<file path="src/rtl/slru_pkg.sv">
package slru_pkg;

  localparam int unsigned DEF_ENTRIES = 64;
  localparam int unsigned KEY_W       = 32;
  localparam int unsigned VPN_W       = 32;
  localparam int unsigned OP_W        = 3;
  localparam int unsigned PIN_LIM_W   = 5;
  localparam int unsigned PIN_CNT_W   = 6;

  localparam logic [PIN_LIM_W-1:0] MAX_PINNED_RST = PIN_LIM_W'(8);

  localparam logic [OP_W-1:0] OP_GET    = 3'd0;
  localparam logic [OP_W-1:0] OP_ADD    = 3'd1;
  localparam logic [OP_W-1:0] OP_UPDATE = 3'd2;
  localparam logic [OP_W-1:0] OP_EVICT  = 3'd3;
  localparam logic [OP_W-1:0] OP_PIN    = 3'd4;
  localparam logic [OP_W-1:0] OP_UNPIN  = 3'd5;

  typedef struct packed {
    logic             hit;
    logic             hprot;
    logic             hpin;
    logic [VPN_W-1:0] hval;
    logic             vfound;
    logic [KEY_W-1:0] vkey;
    logic [VPN_W-1:0] vval;
    logic             vdirty;
    logic             free;
  } scan_acc_t;

  typedef struct packed {
    logic             en;
    logic             get_prot;
    logic             get_prob;
    logic             demote;
    logic             add;
    logic             update;
    logic             evict;
    logic             pin;
    logic             unpin;
    logic [KEY_W-1:0] key;
    logic [VPN_W-1:0] vpn;
  } cell_cmd_t;

endpackage

</file>
<file path="src/rtl/slru_cell.sv">
module slru_cell import slru_pkg::*; #(
  parameter int unsigned RANK_W = 6
) (
  input  logic              clk,
  input  logic              rst,
  input  logic              tok_in,
  input  scan_acc_t         acc_in,
  input  logic [RANK_W-1:0] hrank_in,
  input  logic [RANK_W-1:0] vrank_in,
  output logic              tok_out,
  output scan_acc_t         acc_out,
  output logic [RANK_W-1:0] hrank_out,
  output logic [RANK_W-1:0] vrank_out,
  input  cell_cmd_t         cmd,
  input  logic [RANK_W-1:0] cmd_hrank,
  input  logic [RANK_W-1:0] cmd_vrank,
  input  logic [RANK_W-1:0] cmd_pcm1
);

  logic [KEY_W-1:0]  key;
  logic [VPN_W-1:0]  value;
  logic              valid;
  logic              dirty;
  logic              prot;
  logic              pinned;
  logic [RANK_W-1:0] rank;
  logic              claim;

  logic              hit;
  logic              elig;
  logic              take_v;
  logic              gt_h;
  logic              victim;

  scan_acc_t         acc_next;
  logic [RANK_W-1:0] hrank_next;
  logic [RANK_W-1:0] vrank_next;

  assign hit    = valid && (key == cmd.key);
  assign elig   = valid && !prot && !pinned;
  assign take_v = elig && (!acc_in.vfound || rank > vrank_in);
  assign gt_h   = rank > cmd_hrank;
  assign victim = elig && (rank == cmd_vrank);

  always_ff @(posedge clk) begin
    if (rst) begin
      tok_out <= 1'b0;
      claim   <= 1'b0;
    end else begin
      tok_out <= tok_in;
      if (tok_in) begin
        claim <= !valid && !acc_in.free;
      end
    end
  end

  always_comb begin
    acc_next      = acc_in;
    hrank_next    = hrank_in;
    vrank_next    = vrank_in;
    acc_next.free = acc_in.free || !valid;
    if (hit && !acc_in.hit) begin
      acc_next.hit   = 1'b1;
      acc_next.hprot = prot;
      acc_next.hpin  = pinned;
      acc_next.hval  = value;
      hrank_next     = rank;
    end
    if (take_v) begin
      acc_next.vfound = 1'b1;
      acc_next.vkey   = key;
      acc_next.vval   = value;
      acc_next.vdirty = dirty;
      vrank_next      = rank;
    end
  end

  always_ff @(posedge clk) begin
    if (tok_in) begin
      acc_out   <= acc_next;
      hrank_out <= hrank_next;
      vrank_out <= vrank_next;
    end
  end

  always_ff @(posedge clk) begin
    if (cmd.en && cmd.add && claim) begin
      key <= cmd.key;
    end
    if (cmd.en && ((cmd.add && claim) ||
                   (cmd.update && hit && value != cmd.vpn))) begin
      value <= cmd.vpn;
    end
  end

  always_ff @(posedge clk) begin
    if (rst) begin
      valid  <= 1'b0;
      dirty  <= 1'b0;
      prot   <= 1'b0;
      pinned <= 1'b0;
      rank   <= '0;
    end else if (cmd.en) begin
      if (cmd.get_prot) begin
        if (hit) begin
          rank <= '0;
        end else if (valid && prot && rank < cmd_hrank) begin
          rank <= rank + RANK_W'(1);
        end
      end
      if (cmd.get_prob) begin
        if (hit) begin
          prot <= 1'b1;
          rank <= '0;
        end else if (valid && prot) begin
          if (cmd.demote && rank == cmd_pcm1) begin
            prot <= 1'b0;
            rank <= '0;
          end else begin
            rank <= rank + RANK_W'(1);
          end
        end else if (valid) begin
          rank <= rank + RANK_W'(cmd.demote) - RANK_W'(gt_h);
        end
      end
      if (cmd.add) begin
        if (claim) begin
          valid  <= 1'b1;
          dirty  <= 1'b0;
          pinned <= 1'b0;
          prot   <= 1'b0;
          rank   <= '0;
        end else if (valid && !prot) begin
          rank <= rank + RANK_W'(1);
        end
      end
      if (cmd.update && hit && value != cmd.vpn) begin
        dirty <= 1'b1;
      end
      if (cmd.evict) begin
        if (victim) begin
          valid <= 1'b0;
        end else if (valid && !prot && rank > cmd_vrank) begin
          rank <= rank - RANK_W'(1);
        end
      end
      if (cmd.pin && hit) begin
        pinned <= 1'b1;
      end
      if (cmd.unpin && hit) begin
        pinned <= 1'b0;
      end
    end
  end

endmodule

</file>
<file path="config.mk">
export PLATFORM = sky130hd
export DESIGN_NAME = slru_cell
export DESIGN_NICKNAME = d
export VERILOG_FILES = /design/src/rtl/slru_pkg.sv /design/src/rtl/slru_cell.sv
export SDC_FILE = /design/constraint.sdc
export NUM_CORES = 1
export LEC_CHECK = 0
export BUFFER_PORTS_ARGS = -buffer_cell sky130_fd_sc_hd__buf_2
export CORE_MARGIN = 3
export CORE_UTILIZATION = 28
export CTS_BUF_LIST = sky130_fd_sc_hd__clkbuf_8
export CTS_CLUSTER_DIAMETER = 120
export DETAILED_ROUTE_END_ITERATION = 12
export GPL_TIMING_DRIVEN = 0
export PLACE_DENSITY_LB_ADDON = 0.2
export RECOVER_POWER = 25
export SYNTH_ARGS = -nofsm -noshare
export SYNTH_HDL_FRONTEND = slang
export SYNTH_SLANG_ARGS = --single-unit
</file>
<file path="constraint.sdc">
create_clock -name clk -period 3.5 [get_ports clk]
set_input_delay 0.875 -clock clk [delete_from_list [all_inputs] [get_ports clk]]
set_output_delay 0.875 -clock clk [all_outputs]
set_load 0.005 [all_outputs]
</file>
==> flow_summary_export.csv, run 1 <==
group,metric,value,unit
outcome,status,"finished with violations",
outcome,violations,"max-capacitance violations, max-slew violations",
finish,fin_nets,1233,
worst_setup_path,startpoint_type,"register",
place,io_buffers,321,
worst_setup_path,cp.required,3.94,ns
worst_setup_path,crit_path_max_fanout,12,
yosys,synth_cell_types,60,
yosys,synth_nets,891,
place,dp.final_hpwl,22.3,mm
hold_path,hp-class,"register to register",
yosys,netlist_area,0.00936,mm²
finish,fin_cells,1447,
clock_tree,clkTransAtPathRegs,0.11,ns
worst_setup_path,reg2reg_depth,11,
yosys,ys.flop_type,"edfxtp_1",
clock_tree,clock-root-buffer,"clkbuf_8",
sta,finalHoldViolations,0,
sta,timing.final.ws_setup,0.358,ns
yosys,synthArstFlopShare,0,%
drt,drt-initial-drc-count,362,
drt,dr.pass1.iters,6,
flow_run,cap_violations,1,
finish,final_cell_mix,"268 x buf_2, 178 x edfxtp_1, 100 x mux2_2, 68 x clkbuf_1, 62 x xor2_1",
hold_path,hp-start,"dirty$_SDFFE_PP0P_",
die,start_util,28.6,%
worst_setup_path,ff2ff_setup_slack,0.36,ns
sta,min_period_over_period,89.8,%
finish,final_common_cell,"buf_2",
sta,max_slew_margin,-14.2,%
global_routing,grt_pass1_vias,6722,
die,core-area,0.0327,mm²
place,gp_congestion,0.853,
yosys,ys_seq_elements,190,
worst_setup_path,worst_ep_arrival_time,3.59,ns
sta,slew_viol_final,59,
drt,drtAntennaViolNets,0,
global_routing,grt_first_pass_wirelength,42.6,mm
clock_tree,cts_hold_buf,0,
global_routing,antenna_found_initial,5,
sta,setup_violations,0,
drt,vias,6621,
place,placedCellCount,1413,
sta,hold_slack,0.500,ns
clock_tree,cts_sinks,190,
clock_tree,clock_latency,0.50,ns
power_and_ir_drop,power_per_cell_area,403,mW/mm²
drt,wire_per_inst,19.9,µm
clock_tree,clockBufferDepth,2,
yosys,yosysSeqAreaShare,59.7,%
drt,viasPerCell,4.58,
global_routing,grt_util_all_layers,16.0,%
sta,grt_setup_unrepaired,"false",
power_and_ir_drop,power_leakage,4.66,nW
power_and_ir_drop,finalPower,4.79,mW
hold_path,min_delay_path_depth,2,
power_and_ir_drop,peakVddDrop,0.200,mV
die,fp-row-count,66,
clock_tree,tritoncts,"done",
worst_setup_path,timing.rr.start,"rank[3]$_SDFFE_PP0P_",
yosys,syn_inst,649,
global_routing,grt_max_degree,60,
clock_tree,cts_buffers,17,
die,io_pins,323,
global_routing,grt-ovfl-total,0,
place,pre_cts_slack,-0.416,ns
yosys,ys_warn_count,0,
sta,fmax,0.318,GHz
yosys,synth-edff-count,178,
worst_setup_path,crit_type,"register to register",
finish,fill_cells,3359,
finish,drive_above_1_share,42.4,%
yosys,synth.avg_cell_area,14.4,µm²
hold_path,worst_hold_path.endpoint,"dirty$_SDFFE_PP0P_",
drt,wl,28.8,mm
drt,remaining_drc_errors,0,
worst_setup_path,end_kind,"register",
worst_setup_path,r2r_end,"rank[1]$_SDFFE_PP0P_",
sta,finClkSkew,0.0174,ns
clock_tree,htreeDepth,4,
die,dieHeight,189,µm
sta,post-route-min-period,3.14,ns
sta,worst_pin_slew,1.71,ns
finish,syn_to_final_growth,27.2,%
die,die_area,0.0356,mm²
die,die_x,189,µm
==> where the power goes <==
group | internal [mW] | switching, mW
clock network | 0.658 | 0.908
registers | 2.60 | 0.0456
logic | 0.281 | 0.296
==> stage by stage <==
| stage | setup TNS (ns) | instance area, µm² | util [%] |
|---|---|---|---|
| 6_report | 0 | 11900 | 36.4 |
| 2_1_floorplan | 0 | 9360 | - |
| 4_1_cts | 0 | 12000 | 36.6 |
| 5_1_grt | 0 | 11900 | 36.4 |
| 3_5_place_dp | -24.70 | 11600 | 35.3 |
| 3_3_place_gp | -41.09 | 11500 | 35.2 |
==> final cells by class <==
class | instances | area (µm²) | area share (%)
Antenna cell | 1 | 2.50 | 0.0210
Buffer | 23 | 125 | 1.05
Clock buffer | 17 | 234 | 1.97
Clock inverter | 15 | 179 | 1.50
Inverter | 25 | 97.6 | 0.820
Multi-Input combinational cell | 410 | 3550 | 29.8
Sequential cell | 190 | 5590 | 47.0
Tap cell | 442 | 553 | 4.65
Timing Repair Buffer | 324 | 1570 | 13.2
==> worst max path at each step <==
stage / start / end / slack, ns / cells after the start
4_1_cts: rank[3]$_SDFFE_PP0P_ / rank[1]$_SDFFE_PP0P_ / 0.07 / 11
5_1_grt: rank[0]$_SDFFE_PP0P_ / acc_out[14]$_DFFE_PP_ / 0.05 / 12
3_5_place_dp: vrank_in[1] / acc_out[14]$_DFFE_PP_ / -0.42 / 12
6_report: rank[3]$_SDFFE_PP0P_ / rank[1]$_SDFFE_PP0P_ / 0.36 / 11
2_1_floorplan: cmd_hrank[5] / rank[1]$_SDFFE_PP0P_ / 0.22 / 12
3_3_place_gp: cmd[57] / value[26]$_DFFE_PP_ / -0.51 / 9
==> layer usage <==
layer / vias to the layer above / GRT usage [%] / part of all wire [%]
li1: 3158 / - / -
met1: 3141 / 20.0 / 42
met2: 289 / 26.7 / 48
met3: 27 / 5.64 / 8.5
met4: 6 / 3.70 / 1.2
met5: - / 0 / 0.13
==> synthesized netlist by cell type, types with 2 or more instances <==
master	count	area [µm²]
a2111oi_0	2	17.5
a211o_1	2	17.5
a21boi_0	2	15.0
a21oi_1	15	75.1
a221oi_1	2	17.5
a2bb2oi_1	2	17.5
a31oi_1	4	25.0
a32oi_1	2	17.5
and2_1	2	12.5
and3_1	3	18.8
and3_4	3	33.8
and4_1	5	43.8
and4b_1	2	20.0
buf_2	11	55.1
buf_4	4	30.0
clkbuf_1	6	22.5
dfxtp_1	12	240
edfxtp_1	178	5350
ha_1	33	413
inv_1	25	93.8
mux2_1	7	78.8
mux2_2	100	1130
mux2i_1	7	70.1
nand2_1	19	71.3
nand2b_1	5	31.3
nand3_1	11	55.1
nand4_1	9	56.3
nor2_1	16	60.1
nor2b_1	5	31.3
nor3_1	2	10.0
nor4_1	21	131
o211ai_1	6	45.0
o21a_1	5	37.5
o21ai_0	13	65.1
o21bai_1	5	37.5
xnor2_1	18	158
xor2_1	62	543
==> repair_timing <==
action,CTS,global route
setup buffers,0,2
pin swaps,0,0
endpoints found under the setup margin,66,69
gates resized for setup,0,6
==> worst max-delay path, stage by stage (launching register included) <==
cell and delay, ns:
dfxtp_2 0.57, ha_1 0.32, and4_1 0.17, o21ai_1 0.15, a32oi_1 0.09, ha_1 0.28, inv_1 0.04, ha_1 0.20
fa_1 0.50, a222oi_1 0.09, a2111oi_1 0.44, o221a_2 0.25
==> state kept, by name (all words and copies together) (netlist names), 6 cells and up <==
signal / count
acc_out: 102
key: 32
value: 32
hrank_out: 6
rank: 6
vrank_out: 6
==> cell families (layout without fill, tap and decap cells) <==
group | count (synthesis) | count (layout) | share of synthesized area [%]
XOR/XNOR | 80 | 80 | 7.49
flip-flops | 190 | 190 | 59.7
adder cells (fa/ha/maj) | 34 | 34 | 4.63
multiplexers | 114 | 114 | 13.6
other | 0 | 1 | 0
buffers and inverters | 49 | 404 | 2.37
AND/OR/NAND/NOR | 110 | 110 | 6.83
AO/OA/AOI/OAI | 72 | 72 | 5.35
(Power assumes the default switching activity.)
==> run 2: changes to the inputs <==
- CORE_MARGIN: 3 -> 2
==> run 2 against run 1 <==
Against the previous run: the flow still finishes with violations (max-capacitance violations, max-slew violations); clock power grew 4%; register-to-register slack lost 0.06 ns; hold slack lost 0.020 ns; global-route usage is essentially flat; routed wire length shrank 4.0%; combinational power shrank 0.9%; largest power group unchanged.
==> flow_summary_export.csv, run 2 (same netlist as run 1, synthesis figures left out) <==
group,metric,value,unit
clock_tree,clkTransAtPathRegs,0.11,ns
finish,syn_to_final_growth,27.5,%
clock_tree,clock_latency,0.51,ns
finish,largestRegisters,"acc_out x102, key x32, value x32",
global_routing,antenna_found_initial,4,
finish,fill_cells,3337,
global_routing,grt-ovfl-total,0,
hold_path,hp-start,"dirty$_SDFFE_PP0P_",
die,fp-row-count,66,
place,placed_area,0.0116,mm²
finish,multi_input_area,0.00355,mm²
worst_setup_path,worst_ep_arrival_time,3.64,ns
drt,dr.pass1.iters,5,
flow_run,cap_violations,1,
worst_setup_path,crit_start,"rank[0]$_SDFFE_PP0P_",
sta,slew_viol_final,57,
clock_tree,clock-root-buffer,"clkbuf_8",
die,die_area,0.0349,mm²
drt,drt-initial-drc-count,338,
drt,wire_per_inst,19.1,µm
place,dp.final_hpwl,21.4,mm
clock_tree,tritoncts,"done",
worst_setup_path,startpoint_type,"register",
worst_setup_path,timing.rr.start,"rank[0]$_SDFFE_PP0P_",
sta,post-route-min-period,3.20,ns
die,io_pins,323,
global_routing,grt_util_all_layers,16.0,%
outcome,status,"finished with violations",
sta,min_period_over_period,91.4,%
finish,fin_nets,1232,
drt,drtAntennaViolNets,0,
sta,grt_setup_unrepaired,"false",
sta,fmax,0.313,GHz
finish,final_cell_mix,"267 x buf_2, 178 x edfxtp_1, 100 x mux2_2, 70 x clkbuf_1, 62 x xor2_1",
clock_tree,cts_hold_buf,0,
die,die_x,187,µm
hold_path,hp-class,"register to register",
power_and_ir_drop,power_leakage,4.68,nW
clock_tree,htreeDepth,4,
finish,largest_reg_flops,102,
sta,finClkSkew,0.0239,ns
power_and_ir_drop,power_per_cell_area,407,mW/mm²
die,core-area,0.0327,mm²
drt,viasPerCell,4.51,
sta,worst_pin_slew,1.60,ns
worst_setup_path,cp.required,3.94,ns
drt,wl,27.6,mm
outcome,violations,"max-capacitance violations, max-slew violations",
worst_setup_path,crit_type,"register to register",
finish,top_register,"acc_out",
die,start_util,28.6,%
finish,postLayoutCellArea,0.0119,mm²
worst_setup_path,crit_path_max_fanout,10,
drt,vias,6532,
worst_setup_path,end_kind,"register",
global_routing,grt_first_pass_wirelength,41.9,mm
sta,max_slew_margin,-6.36,%
finish,fin_util,36.5,%
clock_tree,cts_buffers,17,
finish,drive_above_1_share,42.1,%
power_and_ir_drop,peakVddDrop,0.239,mV
clock_tree,clockBufferDepth,2,
finish,final_common_cell,"buf_2",
drt,remaining_drc_errors,0,
place,io_buffers,321,
clock_tree,cts_sinks,190,
die,dieHeight,187,µm
global_routing,grt_pass1_vias,6871,
global_routing,grt_max_degree,61,
place,gp_congestion,0.826,
finish,regArea,0.00559,mm²
sta,finalHoldViolations,0,
sta,setup_violations,0,
[run 2: cell count changes in the layout (fill, tap and decap cells not counted), moves of 2 or more]
cell	delta
clkinvlp_4	-5
clkinv_4	+3
buf_4	-2
clkbuf_1	+2
inv_6	-2
[run 2: per-layer routing]
metal  wire [µm]  GRT usage (%)
met5          21              0
met4         399           4.52
met3        2180           5.04
met2       13100           26.3
met1       11900           20.2
[run 2: layout make-up]
| cell class | instances | share of cell area (%) |
|---|---|---|
| Timing Repair Buffer | 323 | 13.2 |
| Inverter | 25 | 0.787 |
| Buffer | 23 | 1.03 |
| Tap cell | 442 | 4.64 |
| Multi-Input combinational cell | 410 | 29.8 |
| Sequential cell | 190 | 46.9 |
| Antenna cell | 2 | 0.0420 |
| Clock inverter | 15 | 1.71 |
| Clock buffer | 17 | 1.96 |
[run 2: path summary, 6_finish.rpt]
path                          endpoint  slack, ns  cells past startpoint
hold reg to reg     dirty$_SDFFE_PP0P_       0.48                      2
setup reg to reg  rank[1]$_SDFFE_PP0P_       0.30                     13
hold / removal      dirty$_SDFFE_PP0P_       0.48                      2
setup / recovery  rank[1]$_SDFFE_PP0P_       0.30                     13
[run 2: power breakdown]
| part | switching, mW | internal [mW] | total, mW | leakage [nW] |
|---|---|---|---|---|
| registers | 0.0431 | 2.60 | 2.65 | 1.79 |
| clock network | 0.905 | 0.732 | 1.64 | 0.222 |
| logic | 0.291 | 0.279 | 0.571 | 2.67 |
| total | 1.24 | 3.61 | 4.85 | 4.68 |
[run 2: repair_timing]
item                       in CTS  in global routing
buffers inserted                0                  0
setup endpoints to repair       1                 68
pin swaps                       0                  0
resized for setup               1                  3
gates cloned                    0                  0
hold endpoints to repair        0                  0
[run 2: per-stage QoR]
stage          setup WS (ns)  total power [mW]  hold slack, ns  cells  TNS [ns]
2_1_floorplan          0.220              2.95           0.434    649         0
3_3_place_gp          -0.587              3.28           0.474   1412    -35.16
3_5_place_dp          -0.308              3.29           0.482   1414    -15.04
4_1_cts               0.0779              4.94           0.498   1446         0
5_1_grt               0.0168              5.06           0.512   1445         0
6_report               0.300              4.85           0.480   1447         0
[run 2: critical path: stages, from the launching register on]
cell and delay [ns]:
dfxtp_1 0.32, buf_2 0.20, inv_1 0.27, ha_1 0.20
nor2b_1 0.04, o21ai_1 0.23, a32oi_1 0.09, ha_1 0.28
inv_1 0.04, ha_1 0.20, fa_1 0.51, a222oi_1 0.08
a2111oi_1 0.42, o221a_2 0.24
==> run 3: changes to the inputs <==
- PLACE_DENSITY: default -> 0.52
- PLACE_DENSITY_LB_ADDON: 0.2 -> default
==> run 3 against run 2 <==
Against the previous run: the flow still finishes with violations (max-capacitance violations, max-slew violations); via count rose by 1.9%; global-route usage rose by 0.93 points; final cell count fell by 0.14%; register-to-register slack got worse by 0.11 ns; clock power fell by 19%.
==> flow_summary_export.csv, run 3 (same netlist as run 1, synthesis figures left out) <==
group,metric,value,unit
place,dp.final_hpwl,22.8,mm
finish,syn_to_final_growth,26.3,%
finish,largestRegisters,"acc_out x102, key x32, value x32",
worst_setup_path,crit_type,"register to register",
place,placed_area,0.0116,mm²
outcome,violations,"max-capacitance violations, max-slew violations",
place,gp_congestion,0.857,
sta,min_period_over_period,94.5,%
sta,setup_tns,0,ns
sta,worst_pin_slew,1.76,ns
drt,dr.pass1.iters,7,
global_routing,grt-ovfl-total,0,
finish,drive_above_1_share,41.5,%
worst_setup_path,worst_ep_arrival_time,3.75,ns
sta,finalHoldViolations,0,
clock_tree,clock-root-buffer,"clkbuf_8",
finish,top_register,"acc_out",
clock_tree,clkTransAtPathRegs,0.12,ns
place,io_buffers,321,
sta,setup_violations,0,
finish,largest_reg_flops,102,
clock_tree,cts_sinks,190,
hold_path,hp-class,"register to register",
drt,wire_per_inst,20.4,µm
clock_tree,clock_latency,0.49,ns
drt,routed.top_layer,"met4",
global_routing,grt_first_pass_wirelength,43.3,mm
power_and_ir_drop,peakVddDrop,0.186,mV
drt,met1Wirelength,12.3,mm
worst_setup_path,end_kind,"register",
die,die_x,187,µm
die,io_pins,323,
worst_setup_path,startpoint_type,"register",
sta,fmax,0.302,GHz
flow_run,cap_violations,1,
drt,wl,29.5,mm
global_routing,grt_util_all_layers,16.9,%
clock_tree,cts_hold_buf,0,
drt,wl_met3,1.86,mm
clock_tree,htreeDepth,4,
clock_tree,clockBufferDepth,2,
global_routing,antenna_found_initial,1,
clock_tree,cts_buffers,17,
finish,final_common_cell,"buf_2",
worst_setup_path,cp.required,3.94,ns
sta,slew_viol_final,57,
sta,max_slew_margin,-17.7,%
sta,grt_setup_unrepaired,"false",
worst_setup_path,crit_path_max_fanout,10,
drt,viasPerCell,4.60,
die,start_util,28.6,%
sta,post-route-min-period,3.31,ns
die,core-area,0.0327,mm²
power_and_ir_drop,power_per_cell_area,386,mW/mm²
die,dieHeight,187,µm
die,fp-row-count,66,
power_and_ir_drop,power_leakage,4.63,nW
drt,wl_met2,14.9,mm
global_routing,grt_pass1_vias,6806,
drt,drt-initial-drc-count,464,
die,die_area,0.0349,mm²
clock_tree,post_cts_resize_count,4,
sta,finClkSkew,0.0264,ns
finish,postLayoutCellArea,0.0118,mm²
drt,vias,6653,
global_routing,grt_max_degree,61,
clock_tree,postCtsSetupRepairBufs,0,
finish,final_cell_mix,"262 x buf_2, 178 x edfxtp_1, 100 x mux2_2, 71 x clkbuf_1, 62 x xor2_1",
drt,drtAntennaViolNets,0,
clock_tree,tritoncts,"done",
outcome,status,"finished with violations",
finish,fin_nets,1231,
drt,remaining_drc_errors,0,
[run 3: changes by cell type in the layout (fill, tap and decap cells not counted), moves of 2 or more]
cell	change
bufinv_16	-3
inv_8	-2
clkinv_4	-4
clkbuf_4	+3
clkinvlp_4	+5
inv_1	+4
buf_2	-5
[run 3: metal layers]
metal / up-vias / global-route usage, %
met1: 3190 / 20.4
met2: 278 / 29.5
met5: - / 0
met3: 34 / 4.55
met4: 0 / 4.95
li1: 3151 / -
[run 3: worst paths after layout]
path,cells after the start,start,endpoint,slack [ns]
max,13,rank[0]$_SDFFE_PP0P_,rank[1]$_SDFFE_PP0P_,0.19
min,2,dirty$_SDFFE_PP0P_,dirty$_SDFFE_PP0P_,0.46
max reg2reg,13,rank[0]$_SDFFE_PP0P_,rank[1]$_SDFFE_PP0P_,0.19
min reg2reg,2,dirty$_SDFFE_PP0P_,dirty$_SDFFE_PP0P_,0.46
[run 3: power by group]
part	switching, mW	total [mW]	leakage (nW)	internal [mW]
combinational	0.304	0.584	2.66	0.280
clock	0.844	1.33	0.172	0.488
sequential	0.0468	2.65	1.79	2.60
[run 3: cell type report]
class	count	area [µm²]
sequential	190	5590
antenna	1	2.50
clock buffer	17	234
timing repair buffer	322	1550
tap	442	553
inverter	25	93.8
buffer	23	133
multi-input combinational	410	3550
clock inverter	15	105
fill	3320	20900
[run 3: per-stage QoR]
| stage | worst slack, ns | cells | hold WS [ns] | util (%) | total power, mW |
|---|---|---|---|---|---|
| 6_report | 0.193 | 1445 | 0.457 | 36.1 | 4.57 |
| 5_1_grt | 0.00426 | 1445 | 0.479 | 36.1 | 4.79 |
| 4_1_cts | 0.0228 | 1445 | 0.462 | 36.4 | 4.66 |
| 3_5_place_dp | -0.454 | 1413 | 0.448 | 35.3 | 3.30 |
| 3_3_place_gp | -0.653 | 1412 | 0.440 | 35.2 | 3.29 |
| 2_1_floorplan | 0.220 | 649 | 0.434 | - | 2.95 |
[run 3: critical path: stages (launching register included)]
cell and delay [ns]:
dfxtp_1 0.33, buf_2 0.21, inv_1 0.31, ha_1 0.21, nor2b_1 0.04, o21ai_1 0.22, a32oi_1 0.09, ha_1 0.28
inv_1 0.04, ha_1 0.20, fa_1 0.52, a222oi_1 0.10, a2111oi_1 0.45, o221a_2 0.25
